`config.mk`:
```
export PLATFORM = sky130hd
export DESIGN_NAME = scan_line_blanking_timer_unit
export DESIGN_NICKNAME = d
export VERILOG_FILES = /design/src/slbt_pkg.sv /design/src/scan_line_blanking_timer_unit.sv
export SDC_FILE = /design/constraint.sdc
export NUM_CORES = 1
export LEC_CHECK = 0
export ABC_CLOCK_PERIOD_IN_PS = 7800
export BUFFER_PORTS_ARGS = -buffer_cell sky130_fd_sc_hd__buf_4
export CORE_MARGIN = 3
export CORE_UTILIZATION = 58
export DETAILED_ROUTE_END_ITERATION = 12
export PLACE_DENSITY = 0.78
export SLEW_MARGIN = 5
export SYNTH_ARGS = -nofsm -noshare
export SYNTH_HDL_FRONTEND = slang
export SYNTH_SLANG_ARGS = --single-unit
```
`constraint.sdc`:
```
create_clock -name aclk -period 7.8 [get_ports aclk]
set_clock_uncertainty 0.05 [all_clocks]
set_input_delay 0.78 -clock aclk [delete_from_list [all_inputs] [get_ports aclk]]
set_output_delay 0.78 -clock aclk [all_outputs]
set_load 0.1 [all_outputs]
```
`src/slbt_pkg.sv`:
```
// Shared constants for the scan line blanking timer.
// Register indexes, reset values and field widths; no dependencies.
package slbt_pkg;

    localparam int COUNTER_BITS_DEF = 24;
    localparam int OFFSET_W         = 24;
    localparam int PERIOD_OUT_W     = 24;
    localparam int CFG_INDEX_W      = 8;
    localparam int CFG_DATA_W       = 32;
    localparam int IN_TDATA_W       = 8;
    localparam int OUT_TDATA_W      = 32;
    localparam int NUM_CH           = 2;

    localparam logic [OFFSET_W-1:0] PRE_RESET  = OFFSET_W'(1200);
    localparam logic [OFFSET_W-1:0] POST_RESET = OFFSET_W'(20400);
    localparam int                  PERIOD_RESET = 42;

    typedef enum logic [CFG_INDEX_W-1:0] {
        REG_PRE_A  = 8'd0,
        REG_POST_A = 8'd1,
        REG_PRE_B  = 8'd2,
        REG_POST_B = 8'd3
    } cfg_index_t;

endpackage

```
`src/scan_line_blanking_timer_unit.sv`:
```
// Scan line blanking timer: line period measurement and two blanking windows.
// Depends on slbt_pkg for register indexes, reset values and widths.
//
// A tick taken on the input passes the input register, then the result register.
// Throughput: one tick per cycle while the result stream is not stalled.
// aresetn (synchronous, active low) clears the counter, edge time, channel
// references and blanking, sets the period to 42 and offsets to 1200/20400.
module scan_line_blanking_timer_unit #(
    parameter int COUNTER_BITS = slbt_pkg::COUNTER_BITS_DEF
) (
    input  logic                               aclk,
    input  logic                               aresetn,
    // tick stream: tdata [0] sync_edge, [7:1] zero
    input  logic                               s_tvalid,
    output logic                               s_tready,
    input  logic [slbt_pkg::IN_TDATA_W-1:0]    s_tdata,
    // result stream: tdata [0] blank_a, [1] blank_b, [25:2] measured_period, [31:26] zero
    output logic                               m_tvalid,
    input  logic                               m_tready,
    output logic [slbt_pkg::OUT_TDATA_W-1:0]   m_tdata,
    // configuration writes
    input  logic                               cfg_valid,
    output logic                               cfg_ready,
    input  logic [slbt_pkg::CFG_INDEX_W-1:0]   cfg_index,
    input  logic [slbt_pkg::CFG_DATA_W-1:0]    cfg_data
);

    localparam int CB    = COUNTER_BITS;
    localparam int OW    = slbt_pkg::OFFSET_W;
    localparam int SUM_W = ((CB > OW) ? CB : OW) + 1;
    localparam int NCH   = slbt_pkg::NUM_CH;
    localparam int PW    = slbt_pkg::PERIOD_OUT_W;

    // offsets
    logic [OW-1:0] pre_reg  [NCH];
    logic [OW-1:0] post_reg [NCH];

    // input stage
    logic in_valid_reg;
    logic in_edge_reg;

    // timer state
    logic [CB-1:0] tick_reg;
    logic [CB-1:0] last_edge_reg, last_edge_next;
    logic [CB-1:0] period_reg, period_next;
    logic [CB-1:0] ref_reg  [NCH];
    logic [CB-1:0] ref_next [NCH];
    logic [NCH-1:0] blank_reg, blank_next;

    // result stage
    logic                        out_valid_reg;
    logic [NCH+PW-1:0]           out_data_reg;

    logic          advance;
    logic [SUM_W-1:0] period_ext, half_ext;

    assign advance   = in_valid_reg && (!out_valid_reg || m_tready);
    assign s_tready  = !in_valid_reg || advance;
    assign cfg_ready = 1'b1;
    assign m_tvalid  = out_valid_reg;
    assign m_tdata   = slbt_pkg::OUT_TDATA_W'(out_data_reg);

    always_comb begin
        logic [CB-1:0]    elapsed;
        logic [SUM_W-1:0] el_ext, pre_ext, post_ext;
        logic             win_full, win_half;
        last_edge_next = last_edge_reg;
        period_next    = period_reg;
        if (in_edge_reg) begin
            period_next    = tick_reg - last_edge_reg;
            last_edge_next = tick_reg;
        end
        period_ext = SUM_W'(period_next);
        half_ext   = period_ext >> 1;
        for (int c = 0; c < NCH; c++) begin
            elapsed  = tick_reg - ref_reg[c];
            el_ext   = SUM_W'(elapsed);
            pre_ext  = SUM_W'(pre_reg[c]);
            post_ext = SUM_W'(post_reg[c]);
            win_full = (el_ext > period_ext + pre_ext) && (el_ext < period_ext + post_ext);
            win_half = (el_ext > half_ext + pre_ext) && (el_ext < half_ext + post_ext);
            blank_next[c] = win_full || win_half;
            ref_next[c]   = (!blank_next[c] && blank_reg[c]) ? last_edge_next : ref_reg[c];
        end
    end

    always_ff @(posedge aclk) begin
        if (!aresetn) begin
            pre_reg[0]  <= slbt_pkg::PRE_RESET;
            post_reg[0] <= slbt_pkg::POST_RESET;
            pre_reg[1]  <= slbt_pkg::PRE_RESET;
            post_reg[1] <= slbt_pkg::POST_RESET;
        end else if (cfg_valid) begin
            case (slbt_pkg::cfg_index_t'(cfg_index))
                slbt_pkg::REG_PRE_A:  pre_reg[0]  <= cfg_data[OW-1:0];
                slbt_pkg::REG_POST_A: post_reg[0] <= cfg_data[OW-1:0];
                slbt_pkg::REG_PRE_B:  pre_reg[1]  <= cfg_data[OW-1:0];
                slbt_pkg::REG_POST_B: post_reg[1] <= cfg_data[OW-1:0];
                default: ;
            endcase
        end
    end

    always_ff @(posedge aclk) begin
        if (!aresetn) begin
            in_valid_reg <= 1'b0;
        end else if (s_tready) begin
            in_valid_reg <= s_tvalid;
        end
    end

    always_ff @(posedge aclk) begin
        if (s_tvalid && s_tready) begin
            in_edge_reg <= s_tdata[0];
        end
    end

    always_ff @(posedge aclk) begin
        if (!aresetn) begin
            tick_reg      <= '0;
            last_edge_reg <= '0;
            period_reg    <= CB'(slbt_pkg::PERIOD_RESET);
            ref_reg[0]    <= '0;
            ref_reg[1]    <= '0;
            blank_reg     <= '0;
            out_valid_reg <= 1'b0;
        end else begin
            if (advance) begin
                tick_reg      <= tick_reg + CB'(1);
                last_edge_reg <= last_edge_next;
                period_reg    <= period_next;
                ref_reg[0]    <= ref_next[0];
                ref_reg[1]    <= ref_next[1];
                blank_reg     <= blank_next;
                out_valid_reg <= 1'b1;
            end else if (m_tready) begin
                out_valid_reg <= 1'b0;
            end
        end
    end

    always_ff @(posedge aclk) begin
        if (advance) begin
            out_data_reg <= {period_ext[PW-1:0], blank_next};
        end
    end

`ifndef SYNTHESIS
    // the tick counter moves exactly once per processed tick
    a_tick_step: assert property (@(posedge aclk) disable iff (!aresetn)
        advance |=> tick_reg == CB'($past(tick_reg) + CB'(1)))
        else $error("tick counter did not advance by one");

    a_tick_hold: assert property (@(posedge aclk) disable iff (!aresetn)
        !advance |=> $stable(tick_reg) && $stable(period_reg))
        else $error("timer state changed without a processed tick");

    // result carries the state just written
    a_result_state: assert property (@(posedge aclk) disable iff (!aresetn)
        advance |=> out_data_reg[NCH-1:0] == blank_reg
                    && out_data_reg[NCH+PW-1:NCH] == PW'(period_reg))
        else $error("result does not match timer state");

    // end of blanking reloads the reference with the latest edge time
    a_reload_a: assert property (@(posedge aclk) disable iff (!aresetn)
        advance && blank_reg[0] && !blank_next[0] |=> ref_reg[0] == last_edge_reg)
        else $error("channel A reference not reloaded");

    a_reload_b: assert property (@(posedge aclk) disable iff (!aresetn)
        advance && blank_reg[1] && !blank_next[1] |=> ref_reg[1] == last_edge_reg)
        else $error("channel B reference not reloaded");
`endif

endmodule
```
==> impl_metrics.yaml, run 1 <==
critical_path:
  ff2ff_path_depth: 31
  cp.required_ns: 8.07
  worstSetupPathType: "reg -> reg"
  slowest_stage: "or4_1"
  timing.rr.end: "ref_reg[0][14]$_SDFFCE_PN0P_"
  cp_max_fo: 24
  cp.arrival_ns: 7.79
  reg2reg_from: "tick_reg[0]$_SDFFE_PN0P_"
  cp-start-kind: "flop"
  endpoint_kind: "flop"
  reg2reg_slack_ns: 0.29
  crit_buf_inv: 2
  crit_path_max_incr_delay_ns: 0.54
  cp_top_family: "compound AO/OA/AOI/OAI gates"
die:
  core.rowCount: 76
  die_h_um: 215
  start_util_pct: 58.9
  die_area_um2: 46400
  pin_count: 88
  coreArea_um2: 43200
  die_w_um: 215
synth:
  synth_xor_area_share_pct: 8.23
  synth_flop_cell: "edfxtp_1"
  synth_top_family_by_area: "adder cells"
  synth_enable_flop_cells: 171
  avgSynthCellArea_um2: 9.05
  synth_compound_area_share_pct: 21.8
  synthDistinctLibCells: 88
  yosysSeqAreaShare_pct: 26.2
  synth_mux_area_share_pct: 1.75
  yosys.area_share.simple_pct: 15.1
  synthCells: 2810
  synth-seq-cells: 247
  synthAdderAreaFrac_pct: 23.9
  ys_async_sr_fraction_pct: 0
  yosys_warnings: 0
  netlist_area_um2: 25400
grt:
  antenna_found_initial: 0
  grt_pass1_vias: 22300
  grt_use_total_pct: 30.7
  grt_first_pass_wirelength_mm: 114
  grt_max_degree: 54
  overflow: 0
clock_tree:
  cts.sinks: 247
  htree_levels: 1
  cts_tree: "built"
  clk_latency_ns: 0.59
  path_clk_slew_ns: 0.06
  numCtsBuffers: 29
  cts-root-buf: "clkbuf_16"
  hold_buffers: 0
  clock_path_buffers: 3
power:
  fin_total_pwr_mw: 4.23
  pwr_density_cell_nw_per_um2: 152
  p_comb_share_pct: 32.3
  power_frac_clock_pct: 32.5
  p_sw_share_pct: 34.4
  power.switching_mw: 1.45
  p_int_mw: 2.77
  ir_drop_mv: 0.155
  leakage_nw: 12.6
  power.share.sequential_pct: 35.2
detailed_routing:
  dr.pass1.iters: 6
  routed_via_density: 6.37
  route.antenna.remaining_nets: 0
  drt_first_iter_violations: 1596
  wl_per_cell_um: 20.9
  drc_errors: 0
  finalWirelength_mm: 73.7
  vias: 22400
hold_path:
  hp-class: "in -> reg"
  hp-start: "s_tdata[0]"
  whs_endpoint: "in_edge_reg$_DFFE_PP_"
  whs_path_depth: 1
timing:
  hold_ws_ns: 0.330
  hold_viol: 0
  finalSetupViolations: 0
  rsz0062_at_grt: "false"
  finalWorstSetupSlack_ns: 0.286
  maxSlewHeadroom_pct: 17.3
  final.setup.tns_ns: 0
  min_period_ns: 7.51
  final.period_utilization_pct: 96.3
  slew_viol_final: 0
  fmax_ghz: 0.133
  worst_pin_slew_ns: 1.24
placed_design:
  place_worst_setup_slack_ns: 0.305
  portBuffers: 65
  gp_congestion: 0.979
  dp_hpwl_mm: 58.9
final_layout:
  drive_gt1_share_pct: 8.05
  fill_cells: 3598
  diodes: 0
  area_delta_synth_final_pct: 9.63
  finalNetCount: 3442
status:
  outcome: "finished clean"
run:
  max_cap_violations: 0
==> worst max path at each step <==
stage / cells past startpoint / to / startpoint / slack [ns]
3_3_place_gp: 30 / ref_reg[0][0]$_SDFFCE_PN0P_ / tick_reg[0]$_SDFFE_PN0P_ / 0.45
4_1_cts: 31 / ref_reg[0][39]$_SDFFCE_PN0P_ / tick_reg[0]$_SDFFE_PN0P_ / 0.25
2_1_floorplan: 27 / ref_reg[0][0]$_SDFFCE_PN0P_ / tick_reg[1]$_SDFFE_PN0P_ / 0.51
6_report: 31 / ref_reg[0][14]$_SDFFCE_PN0P_ / tick_reg[0]$_SDFFE_PN0P_ / 0.29
5_1_grt: 31 / ref_reg[0][15]$_SDFFCE_PN0P_ / tick_reg[0]$_SDFFE_PN0P_ / 0.001
3_5_place_dp: 31 / ref_reg[0][24]$_SDFFCE_PN0P_ / tick_reg[0]$_SDFFE_PN0P_ / 0.30
==> kinds of logic (layout without fill, tap and decap cells) <==
group	Yosys count	in the layout
adders and majority gates	479	479
other	2	7
AOI/OAI and AO/OA	842	842
muxes	42	42
xor gates and xnor gates	239	239
buffers and inverters	193	311
and+or+nand+nor	766	766
DFF	247	247
==> Yosys cell counts (64+ instances only) <==
master    instances  area share [%]
a21o_1          138             4.1
xnor2_1         121             4.2
xor2_1          118             4.1
nor2_1          185             2.7
nand3_1          70             1.4
nand2_1         167             2.5
inv_1           142             2.1
dfxtp_1          76             6.0
edfxtp_1        171              20
ha_1            468              23
o21a_1           64             1.9
a21oi_1         241             4.7
o21ai_0         131             2.6
==> area by class of cell <==
cell class / count / area [um^2] / area share, %
multi-input cells: 2375 / 18100 / 65.0
flip-flops and latches: 247 / 6660 / 23.9
repair buffers: 113 / 873 / 3.13
clock buffers: 32 / 757 / 2.72
well taps: 585 / 732 / 2.63
inverters: 144 / 541 / 1.94
clock inverters: 22 / 195 / 0.700
==> routing by layer <==
metal	vias up	GRT usage, %	share of wire [%]
li1	10700	-	-
met1	10800	39.1	43
met2	747	53.4	47
met3	184	3.01	5.5
met4	0	12.9	4.7
met5	-	0	0
==> power groups by stage <==
stage | combinational [mW] | sequential [mW] | clock [mW]
finish | 1.37 | 1.49 | 1.37
global route | 1.50 | 1.49 | 1.45
CTS | 1.34 | 1.49 | 1.39
detailed placement | 1.33 | 1.51 | 0
global placement | 1.28 | 1.51 | 0
floorplan | 0.924 | 1.56 | 0
==> cells in the final DEF (no fill, tap or decap), types with 29 or more instances in the layout <==
cell type / n
o21a_1: 64
o21ai_0: 126
buf_4: 111
and2_1: 52
nor3_1: 44
nand3_1: 70
a21o_1: 138
ha_1: 468
a21oi_1: 241
xor2_1: 118
xnor2_1: 121
inv_1: 141
nor2b_1: 49
edfxtp_1: 171
dfxtp_1: 76
nand2_1: 167
or3_1: 29
nor2_1: 185
nand2b_1: 40
nand4_1: 51
clkbuf_16: 29
a211oi_1: 31
==> timing repair <==
item | in CTS | in global routing
buffers inserted | 0 | 0
endpoints found under the setup margin | 0 | 48
gates resized for setup | 0 | 8
==> through the flow <==
step	instance area, um^2	std cells	utilization, %
after floorplan	25400	2815	-
after global placement	26900	3464	62.3
after detailed placement	26900	3464	62.3
after CTS	27800	3518	64.5
after global routing	27900	3518	64.6
final	27900	3518	64.6
==> worst register-to-register path: cells and delay by family, from the launching register on <==
family                   cells  cell delay, ns
multiplexers                 1            0.39
XOR/XNOR                     2            0.22
AND/OR/NAND/NOR              3            0.78
flip-flops                   1            0.42
buffers and inverters        2            0.36
adder cells (fa/ha/maj)      4            1.27
AO/OA/AOI/OAI               19            3.75
Power figures use the tool's default switching activity.
==> run 2, diff against run 1 <==
==> constraint.sdc (replaced) <==
create_clock -name aclk -period 7.8 [get_ports aclk]
set_clock_uncertainty 0.05 [all_clocks]
set_input_delay 1.95 -clock aclk [delete_from_list [all_inputs] [get_ports aclk]]
set_output_delay 1.95 -clock aclk [all_outputs]
set_load 0.1 [all_outputs]
==> run 2 against run 1 <==
  * Via count decreased by 0.28%
  * Die area unchanged
  * Global-route usage increased by 0.14 points
  * Sequential cell count unchanged
  * Cell area increased by 0.20%
  * Hold slack improved by 0.077 ns
  * Utilization increased by 0.13 points
  * Highest routed layer unchanged
  * Setup slack got worse by 0.072 ns
  * First-iteration DRC count decreased by 12%
  * Non-clock buffer count increased by 10
  * Critical path depth unchanged
==> impl_metrics.yaml, run 2 (synthesized netlist as in run 1, its figures left out) <==
status:
  outcome: "finished clean"
clock_tree:
  cts_setup_buffers: 0
  cts_tree: "built"
  clock_path_buffers: 3
  numCtsBuffers: 29
  cts-root-buf: "clkbuf_16"
  clk_latency_ns: 0.61
  cts_resized: 0
  hold_buffers: 0
  cts.sinks: 247
  htree_levels: 1
  path_clk_slew_ns: 0.06
hold_path:
  whs_path_depth: 2
  hp-start: "period_reg[18]$_SDFFE_PN0P_"
  hp-class: "reg -> reg"
  whs_endpoint: "period_reg[18]$_SDFFE_PN0P_"
critical_path:
  reg2reg_from: "tick_reg[0]$_SDFFE_PN0P_"
  timing.rr.end: "ref_reg[0][37]$_SDFFCE_PN0P_"
  cpMostUsedCell: "ha_1"
  ff2ff_path_depth: 31
  cp.required_ns: 8.03
  slowest_stage: "a311oi_1"
  cp-start-kind: "flop"
  crit_buf_inv: 4
  endpoint_kind: "flop"
  cp.arrival_ns: 7.81
  reg2reg_slack_ns: 0.21
  cp_top_family: "compound AO/OA/AOI/OAI gates"
  cp_max_fo: 24
  worstSetupPathType: "reg -> reg"
  startpoint: "tick_reg[0]$_SDFFE_PN0P_"
  crit_path_max_incr_delay_ns: 0.55
timing:
  finalSetupViolations: 0
  final.setup.tns_ns: 0
  min_period_ns: 7.59
  rsz0062_at_grt: "false"
  final.period_utilization_pct: 97.2
  slew_viol_final: 0
  hold_viol: 0
  fmax_ghz: 0.132
  worst_pin_slew_ns: 1.18
  maxSlewHeadroom_pct: 20.9
power:
  p_comb_share_pct: 32.4
  pwr_density_cell_nw_per_um2: 151
  power_frac_clock_pct: 32.3
  p_int_mw: 2.74
  p_sw_share_pct: 35.2
  power.switching_mw: 1.49
  power.share.sequential_pct: 35.3
  leakage_nw: 12.7
  ir_drop_mv: 0.187
die:
  coreArea_um2: 43200
  start_util_pct: 58.9
  core.rowCount: 76
  pin_count: 88
  die_h_um: 215
  die_area_um2: 46400
  die_w_um: 215
grt:
  overflow: 0
  grt_max_degree: 45
  grt_first_pass_wirelength_mm: 115
  grt_pass1_vias: 22300
  grt_use_total_pct: 30.8
  antenna_found_initial: 0
placed_design:
  post-place-cells: 3474
  gp_congestion: 0.980
  placed_area_um2: 26900
  portBuffers: 65
  dp_hpwl_mm: 59.2
detailed_routing:
  drc_errors: 0
  finalWirelength_mm: 73.2
  wl_per_cell_um: 20.7
  dr.pass1.iters: 5
  route.antenna.remaining_nets: 0
  vias: 22300
  drt_first_iter_violations: 1397
  routed_via_density: 6.33
run:
  max_cap_violations: 0
final_layout:
  mostFrequentLayoutCells: "ha_1 (468), a21oi_1 (241), nor2_1 (185)"
  final_cell_count_no_fill: 3528
  fin_util_pct: 64.7
  layout_commonest_cell: "ha_1"
  area_delta_synth_final_pct: 9.84
  stdcell_area_um2: 27900
  fill_cells: 3575
  drive_gt1_share_pct: 8.26
  diodes: 0
  finalNetCount: 3452
## run 2: cell types whose count changed in the layout (fill, tap and decap cells not counted), moves of 2 or more
cell	delta
buf_4	+10
clkbuf_1	+2
clkbuf_8	-2
clkinv_1	+2
clkinv_2	-4
inv_4	-2
inv_8	+3
## run 2: worst max-delay path by stage
stage,end,slack (ns),depth (start not counted)
finish,ref_reg[0][37]$_SDFFCE_PN0P_,0.21,31
global route,ref_reg[0][39]$_SDFFCE_PN0P_,0.003,29
CTS,ref_reg[0][13]$_SDFFCE_PN0P_,0.26,29
detailed placement,ref_reg[0][0]$_SDFFCE_PN0P_,0.31,29
global placement,ref_reg[0][1]$_SDFFCE_PN0P_,0.39,29
floorplan,ref_reg[0][0]$_SDFFCE_PN0P_,0.51,27
## run 2: per-stage QoR
| stage | setup slack, ns | total power, mW | hold WS, ns |
|---|---|---|---|
| final | 0.215 | 4.22 | 0.407 |
| after global routing | 0.00267 | 4.44 | 0.427 |
| after CTS | 0.258 | 4.21 | 0.406 |
| after detailed placement | 0.313 | 2.85 | 0.398 |
| after global placement | 0.390 | 2.81 | 0.390 |
| after floorplan | 0.514 | 2.48 | 0.384 |
## run 2: cell type report
| cell class | count | area, um^2 | share of cell area, % |
|---|---|---|---|
| Clock inverter | 22 | 191 | 0.686 |
| Tap cell | 585 | 732 | 2.62 |
| Clock buffer | 32 | 737 | 2.64 |
| Multi-Input combinational cell | 2375 | 18100 | 64.9 |
| Sequential cell | 247 | 6660 | 23.8 |
| Inverter | 144 | 541 | 1.94 |
| Timing Repair Buffer | 123 | 948 | 3.40 |
## run 2: worst register-to-register path: cells and delay by family (launching register included)
| kind | cells | cell delay (ns) |
|---|---|---|
| buffers and inverters | 4 | 0.75 |
| AOI/OAI and AO/OA | 16 | 3.44 |
| and+or+nand+nor | 6 | 1.12 |
| adders and majority gates | 4 | 1.35 |
| DFF | 1 | 0.40 |
| xor gates and xnor gates | 1 | 0.16 |
## run 2: per-layer routing
layer	vias up	part of all wire, %	wire (um)	global-route usage (%)
met5	-	0	0	0
met4	0	4.4	3210	12.8
met3	179	6.4	4650	3.68
met2	717	47	34500	53.3
met1	10700	42	30800	39.2
li1	10800	-	-	-
## run 2: power by group through the flow
stage          logic, mW  clock network [mW]  registers (mW)
2_1_floorplan      0.924                   0            1.56
3_3_place_gp        1.29                   0            1.51
3_5_place_dp        1.34                   0            1.51
4_1_cts             1.35                1.38            1.49
5_1_grt             1.51                1.44            1.49
6_report            1.37                1.37            1.49
==> run 3, diff against run 2 <==
--- a/config.mk
+++ b/config.mk
@@ -8,9 +8,8 @@
 export ABC_CLOCK_PERIOD_IN_PS = 7800
 export BUFFER_PORTS_ARGS = -buffer_cell sky130_fd_sc_hd__buf_4
 export CORE_MARGIN = 3
-export CORE_UTILIZATION = 58
+export CORE_UTILIZATION = 45
 export DETAILED_ROUTE_END_ITERATION = 12
-export PLACE_DENSITY = 0.78
 export SLEW_MARGIN = 5
 export SYNTH_ARGS = -nofsm -noshare
 export SYNTH_HDL_FRONTEND = slang
==> run 3 against run 2 <==
  * Clock power up 19%
  * First-iteration DRC count down 6.0%
  * Critical endpoint unchanged
  * Critical path type unchanged
  * Via count decreased by 1.4%
  * Utilization down 13 points
  * Die area is 28% higher
  * Wire length grew 8.4%
  * Largest power group is now clock
==> impl_metrics.yaml, run 3 (synthesized netlist as in run 1, its figures left out) <==
status:
  outcome: "finished clean"
critical_path:
  cp_max_fo: 24
  cp.required_ns: 8.03
  crit_buf_inv: 3
  cp.arrival_ns: 7.74
  endpoint_kind: "flop"
  reg2reg_slack_ns: 0.29
  cp-start-kind: "flop"
  ff2ff_path_depth: 31
  reg2reg_from: "tick_reg[0]$_SDFFE_PN0P_"
  cpMostUsedCell: "ha_1"
  timing.rr.end: "ref_reg[0][37]$_SDFFCE_PN0P_"
  slowest_stage: "a2111oi_0"
  crit_path_max_incr_delay_ns: 0.61
  cp_top_family: "compound AO/OA/AOI/OAI gates"
  worstSetupPathType: "reg -> reg"
die:
  coreArea_um2: 55500
  start_util_pct: 45.8
  die_area_um2: 59400
  die_w_um: 244
  pin_count: 88
  die_h_um: 244
  core.rowCount: 86
grt:
  antenna_found_initial: 1
  grt_pass1_vias: 22300
  overflow: 0
  grt_util_met1_pct: 33.1
  grt_max_degree: 46
  busiest_layer: "met2"
  grtUsageMet2_pct: 45.6
  grt_first_pass_wirelength_mm: 120
  use_met3_pct: 2.80
  grt_use_total_pct: 26.0
power:
  fin_total_pwr_mw: 4.51
  p_sw_share_pct: 33.9
  power_frac_clock_pct: 36.0
  p_comb_share_pct: 31.0
  power.switching_mw: 1.53
  ir_drop_mv: 0.209
  pwr_density_cell_nw_per_um2: 158
  p_int_mw: 2.98
  leakage_nw: 12.9
  power.share.sequential_pct: 33.0
hold_path:
  hp-start: "period_reg[11]$_SDFFE_PN0P_"
  hp-class: "reg -> reg"
  whs_path_depth: 2
  whs_endpoint: "period_reg[11]$_SDFFE_PN0P_"
timing:
  finalSetupViolations: 0
  min_period_ns: 7.51
  fmax_ghz: 0.133
  worst_pin_slew_ns: 1.21
  finalWorstSetupSlack_ns: 0.290
  maxSlewHeadroom_pct: 19.1
  final.setup.tns_ns: 0
  slew_viol_final: 0
  hold_ws_ns: 0.404
  hold_viol: 0
  final.period_utilization_pct: 96.3
final_layout:
  stdcell_area_um2: 28500
  area_delta_synth_final_pct: 12.1
  layout_commonest_cell: "ha_1"
  mostFrequentLayoutCells: "ha_1 (468), a21oi_1 (241), nor2_1 (185)"
  finalNetCount: 3472
  drive_gt1_share_pct: 9.14
clock_tree:
  clk_latency_ns: 0.56
  hold_buffers: 0
  cts-root-buf: "clkbuf_16"
  numCtsBuffers: 34
  cts.sinks: 247
  htree_levels: 2
  clock_path_buffers: 3
  cts_tree: "built"
  path_clk_slew_ns: 0.06
detailed_routing:
  wl_per_cell_um: 21.4
  dr.pass1.iters: 7
  routed_via_density: 5.93
  finalWirelength_mm: 79.3
  drt_first_iter_violations: 1313
  drc_errors: 0
  route.antenna.remaining_nets: 0
  vias: 22000
placed_design:
  gp_congestion: 0.979
  place_worst_setup_slack_ns: 0.222
  dp_hpwl_mm: 64.7
  portBuffers: 65
  placed_area_um2: 27300
run:
  max_cap_violations: 0
[run 3: cell types whose count changed in the layout (fill, tap and decap cells not counted), moves of 4 or more]
cell,before,now
clkinv_2,3,8
buf_4,121,136
clkbuf_16,29,35
inv_6,6,1
clkinvlp_4,3,7
[run 3: power by group through the flow]
stage	clock network [mW]	logic, mW	registers [mW]
floorplan	0	0.924	1.56
global placement	0	1.34	1.52
detailed placement	0	1.38	1.51
CTS	1.67	1.39	1.49
global route	1.72	1.54	1.49
finish	1.63	1.40	1.49
[run 3: metrics by stage]
stage	cells	util (%)
4_1_cts	3713	51.2
3_5_place_dp	3652	49.1
2_1_floorplan	2815	-
3_3_place_gp	3652	49.1
6_report	3714	51.3
5_1_grt	3713	51.3
[run 3: how the worst max path moves through the flow]
stage                              from                           end  slack (ns)  cells past startpoint
6_report       tick_reg[0]$_SDFFE_PN0P_  ref_reg[0][37]$_SDFFCE_PN0P_        0.29                     31
5_1_grt        tick_reg[0]$_SDFFE_PN0P_  ref_reg[0][13]$_SDFFCE_PN0P_      -0.004                     33
4_1_cts        tick_reg[0]$_SDFFE_PN0P_  ref_reg[0][13]$_SDFFCE_PN0P_        0.17                     32
3_5_place_dp   tick_reg[0]$_SDFFE_PN0P_   ref_reg[0][1]$_SDFFCE_PN0P_        0.22                     32
3_3_place_gp   tick_reg[0]$_SDFFE_PN0P_   ref_reg[0][1]$_SDFFCE_PN0P_        0.27                     32
2_1_floorplan  tick_reg[1]$_SDFFE_PN0P_   ref_reg[0][0]$_SDFFCE_PN0P_        0.51                     27
[run 3: cell type report]
cell class	count	area (um^2)
Antenna cell	1	2.50
Clock buffer	37	893
Clock inverter	24	264
Fill cell	5237	27000
Inverter	144	541
Multi-Input combinational cell	2375	18100
Sequential cell	247	6660
Tap cell	748	936
Timing Repair Buffer	138	1060
[run 3: timing repair]
item | in CTS | in global routing
setup buffers | 0 | 0
setup endpoints to repair | 0 | 48
resized for setup | 0 | 15
hold endpoints to repair | 0 | 0
[run 3: metal layers]
| metal | share of wire, % | vias to the layer above |
|---|---|---|
| met5 | 0 | - |
| met4 | 3.4 | 0 |
| met3 | 4.1 | 118 |
| met2 | 48 | 473 |
| met1 | 45 | 10700 |
| li1 | - | 10800 |
[run 3: worst reg2reg max path, delay by kind of cell (launching register included)]
| family | cells | cell delay, ns |
|---|---|---|
| XOR/XNOR | 2 | 0.36 |
| buffers and inverters | 3 | 0.52 |
| adder cells (fa/ha/maj) | 4 | 1.35 |
| multiplexers | 1 | 0.41 |
| AND/OR/NAND/NOR | 6 | 1.05 |
| flip-flops | 1 | 0.41 |
| AO/OA/AOI/OAI | 15 | 3.10 |
